`config.mk`:
```
export PLATFORM = sky130hd
export DESIGN_NAME = paced_command_queue_sender
export DESIGN_NICKNAME = d
export VERILOG_FILES = /design/src/rtl/pcqs_pkg.sv /design/src/rtl/pcqs_core.sv /design/src/rtl/pcqs_out_fifo.sv /design/src/rtl/paced_command_queue_sender.sv
export SDC_FILE = /design/constraint.sdc
export NUM_CORES = 1
export LEC_CHECK = 0
export ABC_AREA = 0
export BUFFER_PORTS_ARGS = -buffer_cell sky130_fd_sc_hd__buf_2
export CAP_MARGIN = 20
export CORE_AREA = 2 2 300 302
export DETAILED_ROUTE_END_ITERATION = 10
export DIE_AREA = 0 0 302 304
export PLACE_DENSITY_LB_ADDON = 0.15
export SLEW_MARGIN = 20
export SYNTH_ARGS = -nofsm -noshare
export SYNTH_HDL_FRONTEND = slang
export SYNTH_SLANG_ARGS = --single-unit
```
`constraint.sdc`:
```
create_clock -name aclk -period 8.5 [get_ports aclk]
set_clock_uncertainty 0.05 [all_clocks]
set_input_delay 0.425 -clock aclk [delete_from_list [all_inputs] [get_ports aclk]]
set_output_delay 0.425 -clock aclk [all_outputs]
set_load 0.01 [all_outputs]
```
`src/rtl/pcqs_pkg.sv`:
```
// Shared types, codes and sizes of the paced command queue sender.
package pcqs_pkg;

    localparam int QUEUE_DEPTH = 16;
    localparam int QPTR_W      = (QUEUE_DEPTH > 1) ? $clog2(QUEUE_DEPTH) : 1;
    localparam int QCNT_W      = $clog2(QUEUE_DEPTH + 1);
    localparam int OUT_DEPTH   = 4;
    localparam int OPTR_W      = $clog2(OUT_DEPTH);
    localparam int OCNT_W      = $clog2(OUT_DEPTH + 1);

    // input action codes; code 3 has no meaning
    localparam logic [1:0] ACT_PUSH = 2'd0;
    localparam logic [1:0] ACT_TICK = 2'd1;
    localparam logic [1:0] ACT_RX   = 2'd2;

    // command types; 5..7 have no meaning
    localparam logic [2:0] CMD_SPEED  = 3'd0;
    localparam logic [2:0] CMD_REV    = 3'd1;
    localparam logic [2:0] CMD_REVDIR = 3'd2;
    localparam logic [2:0] CMD_SWITCH = 3'd3;
    localparam logic [2:0] CMD_SENSOR = 3'd4;

    // result kinds
    localparam logic [1:0] KIND_PUSH_OK   = 2'd0;
    localparam logic [1:0] KIND_PUSH_FULL = 2'd1;
    localparam logic [1:0] KIND_TX        = 2'd2;
    localparam logic [1:0] KIND_SENSOR    = 2'd3;

    // configuration register indexes
    localparam logic CFG_SEND_INTERVAL = 1'b0;
    localparam logic CFG_REVERSE_DELAY = 1'b1;

    localparam logic [15:0] SEND_INTERVAL_RST = 16'd10;
    localparam logic [15:0] REVERSE_DELAY_RST = 16'd3000;

    // controller byte codes
    localparam logic [7:0] BYTE_STOP     = 8'h00;
    localparam logic [7:0] BYTE_REVERSE  = 8'h0F;
    localparam logic [7:0] BYTE_STRAIGHT = 8'h21;
    localparam logic [7:0] BYTE_CURVED   = 8'h22;
    localparam logic [7:0] BYTE_SENS_A   = 8'h0C;
    localparam logic [7:0] BYTE_SENS_B   = 8'h85;
    localparam logic [3:0] SENSOR_BYTES  = 4'd10;

    typedef struct packed {
        logic [2:0] cmd_type;
        logic [7:0] arg_one;
        logic [7:0] arg_two;
    } q_entry_t;

    typedef struct packed {
        logic [1:0] action;
        logic [2:0] cmd_type;
        logic [7:0] arg_one;
        logic [7:0] arg_two;
        logic [7:0] rx_byte;
    } in_item_t;

    typedef struct packed {
        logic [1:0]  kind;
        logic [7:0]  tx_byte;
        logic        last;
        logic [2:0]  sensor_index;
        logic [15:0] sensor_value;
        logic        sensor_done;
    } result_t;

    typedef struct packed {
        logic [1:0] count;   // 0, 1 or 2 results, r0 first
        result_t    r0;
        result_t    r1;
    } core_out_t;

endpackage

```
`src/rtl/pcqs_core.sv`:
```
// Command queue, pacing, deferred command and sensor collection state.
module pcqs_core (
    input  logic                aclk,
    input  logic                aresetn,
    input  logic                cfg_we,
    input  logic                cfg_index,
    input  logic [15:0]         cfg_wdata,
    input  logic                fire,
    input  pcqs_pkg::in_item_t  item,
    output pcqs_pkg::core_out_t res
);

    pcqs_pkg::q_entry_t            queue_mem [pcqs_pkg::QUEUE_DEPTH];

    logic [15:0]                   interval_reg, rev_delay_reg;
    logic [pcqs_pkg::QPTR_W-1:0]   head_reg, head_next, tail_reg, tail_next;
    logic [pcqs_pkg::QCNT_W-1:0]   count_reg, count_next;
    logic                          def_pend_reg, def_pend_next;
    logic [15:0]                   def_args_reg, def_args_next;
    logic [31:0]                   def_due_reg, def_due_next;
    logic [31:0]                   last_reg, last_next;
    logic [31:0]                   time_reg, time_next;
    logic [3:0]                    left_reg, left_next;
    logic [7:0]                    hold_reg, hold_next;

    logic [31:0]                   time_inc, elapsed;
    logic                          do_send, pop, push_req, push_ok;
    logic [2:0]                    s_type;
    logic [7:0]                    s_a1, s_a2;
    pcqs_pkg::q_entry_t            push_entry, head_entry;
    logic [3:0]                    k;

    assign head_entry = queue_mem[head_reg];
    assign time_inc   = time_reg + 32'd1;
    assign elapsed    = time_inc - last_reg;
    assign k          = pcqs_pkg::SENSOR_BYTES - left_reg;

    always_comb begin
        head_next     = head_reg;
        tail_next     = tail_reg;
        def_pend_next = def_pend_reg;
        def_args_next = def_args_reg;
        def_due_next  = def_due_reg;
        last_next     = last_reg;
        time_next     = time_reg;
        left_next     = left_reg;
        hold_next     = hold_reg;
        res           = '0;
        do_send       = 1'b0;
        pop           = 1'b0;
        push_req      = 1'b0;
        push_entry    = '0;
        s_type        = pcqs_pkg::CMD_SPEED;
        s_a1          = '0;
        s_a2          = '0;

        if (fire) begin
            unique case (item.action)
                pcqs_pkg::ACT_PUSH: begin
                    push_req   = 1'b1;
                    push_entry = '{item.cmd_type, item.arg_one, item.arg_two};
                    res.count  = 2'd1;
                    res.r0.kind = (count_reg < pcqs_pkg::QCNT_W'(pcqs_pkg::QUEUE_DEPTH))
                                ? pcqs_pkg::KIND_PUSH_OK : pcqs_pkg::KIND_PUSH_FULL;
                    res.r0.last = 1'b1;
                end
                pcqs_pkg::ACT_TICK: begin
                    time_next = time_inc;
                    if (elapsed >= {16'd0, interval_reg}) begin
                        if (def_pend_reg && (time_inc > def_due_reg)) begin
                            def_pend_next = 1'b0;
                            last_next     = time_inc;
                            do_send       = 1'b1;
                            s_type        = pcqs_pkg::CMD_REVDIR;
                            s_a1          = def_args_reg[15:8];
                            s_a2          = def_args_reg[7:0];
                        end else if (count_reg != '0) begin
                            last_next = time_inc;
                            do_send   = 1'b1;
                            pop       = 1'b1;
                            s_type    = head_entry.cmd_type;
                            s_a1      = head_entry.arg_one;
                            s_a2      = head_entry.arg_two;
                        end
                    end
                end
                pcqs_pkg::ACT_RX: begin
                    if ((left_reg != 4'd0) && (left_reg <= pcqs_pkg::SENSOR_BYTES)) begin
                        left_next = left_reg - 4'd1;
                        if (!k[0]) begin
                            hold_next = item.rx_byte;
                        end else begin
                            res.count           = 2'd1;
                            res.r0.kind         = pcqs_pkg::KIND_SENSOR;
                            res.r0.last         = 1'b1;
                            res.r0.sensor_index = k[3:1];
                            res.r0.sensor_value = {hold_reg, item.rx_byte};
                            res.r0.sensor_done  = (left_reg == 4'd1);
                        end
                    end
                end
                default: ;
            endcase
        end

        if (do_send) begin
            res.r0.kind = pcqs_pkg::KIND_TX;
            res.r1.kind = pcqs_pkg::KIND_TX;
            res.r1.last = 1'b1;
            res.r1.tx_byte = s_a1;
            res.count   = 2'd2;
            unique case (s_type)
                pcqs_pkg::CMD_SPEED: res.r0.tx_byte = s_a2;
                pcqs_pkg::CMD_REV: begin
                    res.r0.tx_byte = pcqs_pkg::BYTE_STOP;
                    def_pend_next  = 1'b1;
                    def_args_next  = {s_a1, s_a2};
                    def_due_next   = time_inc + {16'd0, rev_delay_reg};
                end
                pcqs_pkg::CMD_REVDIR: begin
                    res.r0.tx_byte = pcqs_pkg::BYTE_REVERSE;
                    push_req       = 1'b1;
                    push_entry     = '{pcqs_pkg::CMD_SPEED, s_a1, s_a2};
                end
                pcqs_pkg::CMD_SWITCH:
                    res.r0.tx_byte = (s_a2 == 8'd0) ? pcqs_pkg::BYTE_STRAIGHT
                                                    : pcqs_pkg::BYTE_CURVED;
                pcqs_pkg::CMD_SENSOR: begin
                    res.r0.tx_byte = pcqs_pkg::BYTE_SENS_A;
                    res.r1.tx_byte = pcqs_pkg::BYTE_SENS_B;
                    left_next      = pcqs_pkg::SENSOR_BYTES;
                    hold_next      = 8'd0;
                end
                default: res = '0;   // no bytes, still counts as a send
            endcase
        end

        // push is checked against the count before any pop of this cycle
        push_ok = push_req &&
                  (count_reg < pcqs_pkg::QCNT_W'(pcqs_pkg::QUEUE_DEPTH));
        if (push_ok)
            tail_next = (tail_reg == pcqs_pkg::QPTR_W'(pcqs_pkg::QUEUE_DEPTH - 1))
                      ? '0 : tail_reg + 1'b1;
        if (pop)
            head_next = (head_reg == pcqs_pkg::QPTR_W'(pcqs_pkg::QUEUE_DEPTH - 1))
                      ? '0 : head_reg + 1'b1;
        count_next = count_reg + pcqs_pkg::QCNT_W'(push_ok) - pcqs_pkg::QCNT_W'(pop);
    end

    always_ff @(posedge aclk) begin
        if (push_ok)
            queue_mem[tail_reg] <= push_entry;
    end

    always_ff @(posedge aclk) begin
        if (!aresetn) begin
            interval_reg  <= pcqs_pkg::SEND_INTERVAL_RST;
            rev_delay_reg <= pcqs_pkg::REVERSE_DELAY_RST;
            head_reg      <= '0;
            tail_reg      <= '0;
            count_reg     <= '0;
            def_pend_reg  <= 1'b0;
            def_args_reg  <= '0;
            def_due_reg   <= '0;
            last_reg      <= '0;
            time_reg      <= '0;
            left_reg      <= '0;
            hold_reg      <= '0;
        end else begin
            if (cfg_we && (cfg_index == pcqs_pkg::CFG_SEND_INTERVAL))
                interval_reg <= cfg_wdata;
            if (cfg_we && (cfg_index == pcqs_pkg::CFG_REVERSE_DELAY))
                rev_delay_reg <= cfg_wdata;
            head_reg     <= head_next;
            tail_reg     <= tail_next;
            count_reg    <= count_next;
            def_pend_reg <= def_pend_next;
            def_args_reg <= def_args_next;
            def_due_reg  <= def_due_next;
            last_reg     <= last_next;
            time_reg     <= time_next;
            left_reg     <= left_next;
            hold_reg     <= hold_next;
        end
    end

endmodule

```
`src/rtl/pcqs_out_fifo.sv`:
```
// Result buffer: takes up to two results per cycle, hands out one while the receiver is ready.
module pcqs_out_fifo (
    input  logic                aclk,
    input  logic                aresetn,
    input  pcqs_pkg::core_out_t wr,
    output logic                space,
    output logic                out_valid,
    input  logic                out_ready,
    output pcqs_pkg::result_t   out_data
);

    pcqs_pkg::result_t           mem [pcqs_pkg::OUT_DEPTH];
    logic [pcqs_pkg::OPTR_W-1:0] wp_reg, rp_reg;
    logic [pcqs_pkg::OCNT_W-1:0] cnt_reg;
    logic                        pop;

    assign out_valid = (cnt_reg != '0);
    assign out_data  = mem[rp_reg];
    assign pop       = out_valid && out_ready;
    // room for a full pair regardless of this cycle's pop
    assign space     = (cnt_reg <= pcqs_pkg::OCNT_W'(pcqs_pkg::OUT_DEPTH - 2));

    always_ff @(posedge aclk) begin
        if (wr.count != 2'd0)
            mem[wp_reg] <= wr.r0;
        if (wr.count == 2'd2)
            mem[wp_reg + 1'b1] <= wr.r1;
    end

    always_ff @(posedge aclk) begin
        if (!aresetn) begin
            wp_reg  <= '0;
            rp_reg  <= '0;
            cnt_reg <= '0;
        end else begin
            wp_reg  <= wp_reg + pcqs_pkg::OPTR_W'(wr.count);
            rp_reg  <= rp_reg + pcqs_pkg::OPTR_W'(pop);
            cnt_reg <= cnt_reg + pcqs_pkg::OCNT_W'(wr.count) - pcqs_pkg::OCNT_W'(pop);
        end
    end

endmodule

```
`src/rtl/paced_command_queue_sender.sv`:
```
// Top level of the paced command queue sender.
//
// Input stream (s_*): one transaction per push, time tick or received byte;
// tuser carries the action code, tdata the command fields and rx byte.
// Output stream (m_*): push status, transmit bytes and sensor words;
// tlast marks the second byte of a command pair and every single result.
// Configuration: cfg_we/cfg_index/cfg_wdata write send_interval (0) and
// reverse_delay (1); write only while the block is idle.
//
// An accepted transaction is held in the input register, handled once the
// result buffer has room for a pair, and its results are registered in the
// result buffer, which drives m_tvalid.
// Throughput: one transaction per cycle while each gives at most one
// result and the receiver is ready; a tick that sends a command gives two
// bytes, and the output drains one result per cycle, so such ticks slow the
// input. The limit is the single read port of the 4-entry result buffer.
// Reset clears the queue pointers, timers, sensor state and both buffers;
// the registers return to 10 and 3000. Queue contents are not cleared.
// When the receiver stalls, results collect in the result buffer; once it
// lacks room for a pair the input register holds and s_tready drops.
module paced_command_queue_sender (
    input  logic        aclk,
    input  logic        aresetn,
    input  logic        cfg_we,
    input  logic        cfg_index,
    input  logic [15:0] cfg_wdata,
    input  logic        s_tvalid,
    output logic        s_tready,
    input  logic [31:0] s_tdata,   // cmd_type[2:0], cmd_arg_one, cmd_arg_two, rx_byte, zeros
    input  logic [1:0]  s_tuser,   // action
    output logic        m_tvalid,
    input  logic        m_tready,
    output logic [31:0] m_tdata,   // tx_byte, sensor_index[2:0], sensor_value, sensor_done, zeros
    output logic [1:0]  m_tuser,   // result_kind
    output logic        m_tlast    // last_of_run
);

    pcqs_pkg::in_item_t  in_reg;
    logic                in_v_reg;
    logic                take, space;
    pcqs_pkg::core_out_t core_res;
    pcqs_pkg::result_t   out_res;

    // handle the held transaction only when the buffer can take a pair
    assign take     = in_v_reg && space;
    assign s_tready = !in_v_reg || take;

    always_ff @(posedge aclk) begin
        if (!aresetn) begin
            in_v_reg <= 1'b0;
        end else if (s_tvalid && s_tready) begin
            in_v_reg <= 1'b1;
        end else if (take) begin
            in_v_reg <= 1'b0;
        end
    end

    // payload register, no reset needed
    always_ff @(posedge aclk) begin
        if (s_tvalid && s_tready)
            in_reg <= '{s_tuser, s_tdata[2:0], s_tdata[10:3], s_tdata[18:11],
                        s_tdata[26:19]};
    end

    pcqs_core u_core (
        .aclk      (aclk),
        .aresetn   (aresetn),
        .cfg_we    (cfg_we),
        .cfg_index (cfg_index),
        .cfg_wdata (cfg_wdata),
        .fire      (take),
        .item      (in_reg),
        .res       (core_res)
    );

    pcqs_out_fifo u_out (
        .aclk      (aclk),
        .aresetn   (aresetn),
        .wr        (core_res),
        .space     (space),
        .out_valid (m_tvalid),
        .out_ready (m_tready),
        .out_data  (out_res)
    );

    assign m_tuser = out_res.kind;
    assign m_tlast = out_res.last;
    assign m_tdata = {4'd0, out_res.sensor_done, out_res.sensor_value,
                      out_res.sensor_index, out_res.tx_byte};

endmodule

```
==> reports/results.ini <==
[worst_setup_path]
cp_num_buf_inv=2
crit_top_cell=ha_1
cp-start-kind=register
slowest_delay_ps=580
cp.required_ps=8920
cp_max_fo=9
end_kind=register
slowest_stage=or3_1
cp_top_family=simple AND/OR/NAND/NOR gates
critPathKind=register to register
cp_data_arrival_time_ps=8200

[timing]
hold_viol=0
setup_viol=0
fin_setup_tns_ps=0
rsz0062_at_grt=no
tightest_slew_ps=1058
hold_slack_ps=214.7
drv_slew=0
fin_crit_ps=7780
slew_headroom_pct=29.48
fmax_mhz=128.5
min_period_over_period_pct=91.53

[clock_network]
clock-sinks=639
cts_made_buffers=74
root_buffer=clkbuf_16
htreeDepth=3
cts_tree=yes
clk_pin_slew_worst_paths_ps=60
cts_resized=0
clock_path_buffers=3
clk_latency_ps=620

[job]
cap_violations=0

[pwr]
sw_frac_of_total_pct=25.59
p_per_area_nw_per_um2=215.2
intPower_w=0.005702
combPwrFrac_pct=13.1
total_leakage_power_nw=13.36
ir_drop_uv=160.7
report.power.total_w=0.007663
pwr-share-clk_pct=42.8
power_frac_seq_pct=44.1
p_sw_w=0.001961

[floorplanning]
die_w_um=302
rows=110
ios=93
initial_core_util_pct=34.50
die_area_um2=91810
die_h_um=304
coreArea_um2=89050

[global_route]
grt_max_degree=88
first_global_vias=20815
grt_use_total_pct=17.79
grt-ovfl-total=0
antenna_found_initial=1
grt_pass1_wl_um=125400

[routing]
routed_via_density=5.257
drc_errors=0
routed_wl_um=82130
postRouteAntennaNets=0
wire_per_inst_um=20.81
drt-pass1-iter-count=5
drt_iter0_markers=1489
num_vias=20751

[place]
dpl.cell_count=3765
hpwl_um=55220
place.gp.congestion=0.8005
port-buffer-count=83

[layout]
area.growth.synth_to_final_pct=15.90
multi_input_area_um2=13090
largest_reg_flops=304
drive_gt1_share_pct=16.31
fin_nets=2889
layout.cells.non_filler=3947
n_antenna_cell=0
regMostFlops=u_core.queue_mem
seqCellArea_um2=16530
fillers=8469
reg_top3=u_core.queue_mem (304), u_out.mem (124)

[synthesis]
yosysSeqAreaShare_pct=53.79
yosys_warnings=0
synth.avg_cell_area_um2=11.97
synthArstFlopShare_pct=0
ys.flop_type=edfxtp_1
ys_types=91
synth_cells=2566
syn_area_um2=30720
ys_ff_latch=639
synth_enable_flop_cells=373

[run_status]
status=finished, final reports clean

[min_path]
hold_path.class=input port to register

-- through the flow --
stage / worst slack [ps] / utilization [%] / area, um2
floorplan: 1720 / - / 30730
global placement: 806.4 / 36.62 / 32610
detailed placement: 666.8 / 36.62 / 32610
CTS: 637.1 / 39.98 / 35610
global route: 139.2 / 39.99 / 35610
finish: 719.8 / 39.99 / 35610
-- layout make-up --
class | instances | area share (%)
flip-flops and latches | 639 | 46.43
multi-input cells | 1656 | 36.75
clock buffers | 106 | 6.142
repair buffers | 213 | 4.230
well taps | 1176 | 4.132
inverters | 127 | 1.346
clock inverters | 30 | 0.9733
-- cells in the final DEF (no fill, tap or decap), drive strengths merged, types with 17 or more instances in the layout --
| master | synthesis | layout |
|---|---|---|
| inv | 127 | 129 |
| a21oi | 124 | 124 |
| nor2 | 201 | 201 |
| and3 | 43 | 43 |
| buf | 64 | 167 |
| dfxtp | 266 | 266 |
| nand3 | 76 | 76 |
| edfxtp | 373 | 373 |
| a21o | 22 | 22 |
| nand2 | 192 | 192 |
| mux2i | 92 | 92 |
| nor2b | 37 | 37 |
| a31o | 23 | 23 |
| clkinv | 0 | 22 |
| o22ai | 28 | 28 |
| xnor2 | 65 | 65 |
| ha | 118 | 118 |
| nand4 | 26 | 26 |
| a22o | 37 | 37 |
| or3 | 28 | 28 |
| o31ai | 38 | 38 |
| nor3 | 24 | 24 |
| dlygate4sd3 | 0 | 46 |
| clkbuf | 83 | 106 |
| and2 | 35 | 35 |
| mux4 | 120 | 120 |
| a211oi | 17 | 17 |
| xor2 | 43 | 43 |
| o21ai | 74 | 74 |
-- routing by layer --
| layer | share of wire (%) | vias up | global-route usage [%] |
|---|---|---|---|
| li1 | - | 9857 | - |
| met4 | 1.9 | 0 | 4.881 |
| met3 | 4.4 | 101 | 2.449 |
| met5 | 0 | - | 0 |
| met1 | 46 | 10371 | 24.52 |
| met2 | 48 | 422 | 29.26 |
-- kinds of logic (layout without fill, tap and decap cells) --
logic type	after synthesis	in the layout	synth area share (%)
AO/OA/AOI/OAI	465	465	10.36
XOR/XNOR	108	108	3.103
adder cells (fa/ha/maj)	122	122	5.066
buffers and inverters	274	476	3.816
flip-flops	639	639	53.79
multiplexers	213	213	11.83
other	1	4	0.01221
AND/OR/NAND/NOR	744	744	12.02
-- worst paths after layout --
kind                                                      startpoint                                   end  slack, ps  cells after the start
worst max-delay path                 u_core.time_reg[0]$_SDFFE_PN0P_           u_out.cnt_reg[2]$_SDFF_PN0_        720                     28
worst min register to register  u_core.def_args_reg[12]$_SDFFE_PN0P_  u_core.def_args_reg[12]$_SDFFE_PN0P_        400                      2
worst min-delay path                                       cfg_index   u_core.interval_reg[7]$_SDFFE_PN0P_        210                      4
worst max register to register       u_core.time_reg[0]$_SDFFE_PN0P_           u_out.cnt_reg[2]$_SDFF_PN0_        720                     28
-- worst reg2reg max path, delay by kind of cell, from the launching register on --
kind / cells / cell delay [ps]
buf+inv: 2 / 450
fa+ha+maj: 5 / 1570
simple gates: 13 / 3310
flops: 1 / 490
xor+xnor: 4 / 770
compound gates: 4 / 990
-- cells in the mapped netlist, types with 16 or more instances --
cell | number | share of area, %
a211oi_1 | 16 | 0.39
a21o_1 | 22 | 0.54
a21oi_1 | 120 | 2.0
a22o_1 | 37 | 1.1
a31o_1 | 20 | 0.57
and2_1 | 33 | 0.67
and3_1 | 43 | 0.88
buf_1 | 16 | 0.20
buf_2 | 28 | 0.46
clkbuf_1 | 83 | 1.0
dfxtp_1 | 266 | 17
edfxtp_1 | 373 | 36
ha_1 | 118 | 4.8
inv_1 | 126 | 1.5
mux2i_1 | 92 | 3.0
mux4_2 | 120 | 8.8
nand2_1 | 192 | 2.3
nand2b_1 | 16 | 0.33
nand3_1 | 75 | 1.2
nand4_1 | 26 | 0.53
nor2_1 | 199 | 2.4
nor2b_1 | 37 | 0.75
nor3_1 | 23 | 0.37
o21ai_0 | 57 | 0.93
o21ai_1 | 16 | 0.26
o22ai_1 | 28 | 0.57
o31ai_1 | 38 | 0.93
or3_1 | 27 | 0.55
xnor2_1 | 64 | 1.8
xor2_1 | 43 | 1.2
-- power by group through the flow --
| stage | Combinational (W) | Sequential [W] | Clock (W) |
|---|---|---|---|
| finish | 0.00101 | 0.00338 | 0.00328 |
| global route | 0.00110 | 0.00339 | 0.00348 |
| CTS | 0.00102 | 0.00338 | 0.00337 |
| detailed placement | 0.000999 | 0.00345 | 0 |
| global placement | 0.000993 | 0.00344 | 0 |
| floorplan | 0.000686 | 0.00342 | 0 |
-- repair_timing --
item | CTS | global route
setup buffers | 0 | 0
hold buffers | 46 | 0
endpoints found under the setup margin | 0 | 0
endpoints found under the hold margin | 61 | 0
No activity file was read; power rests on OpenSTA's default activity.
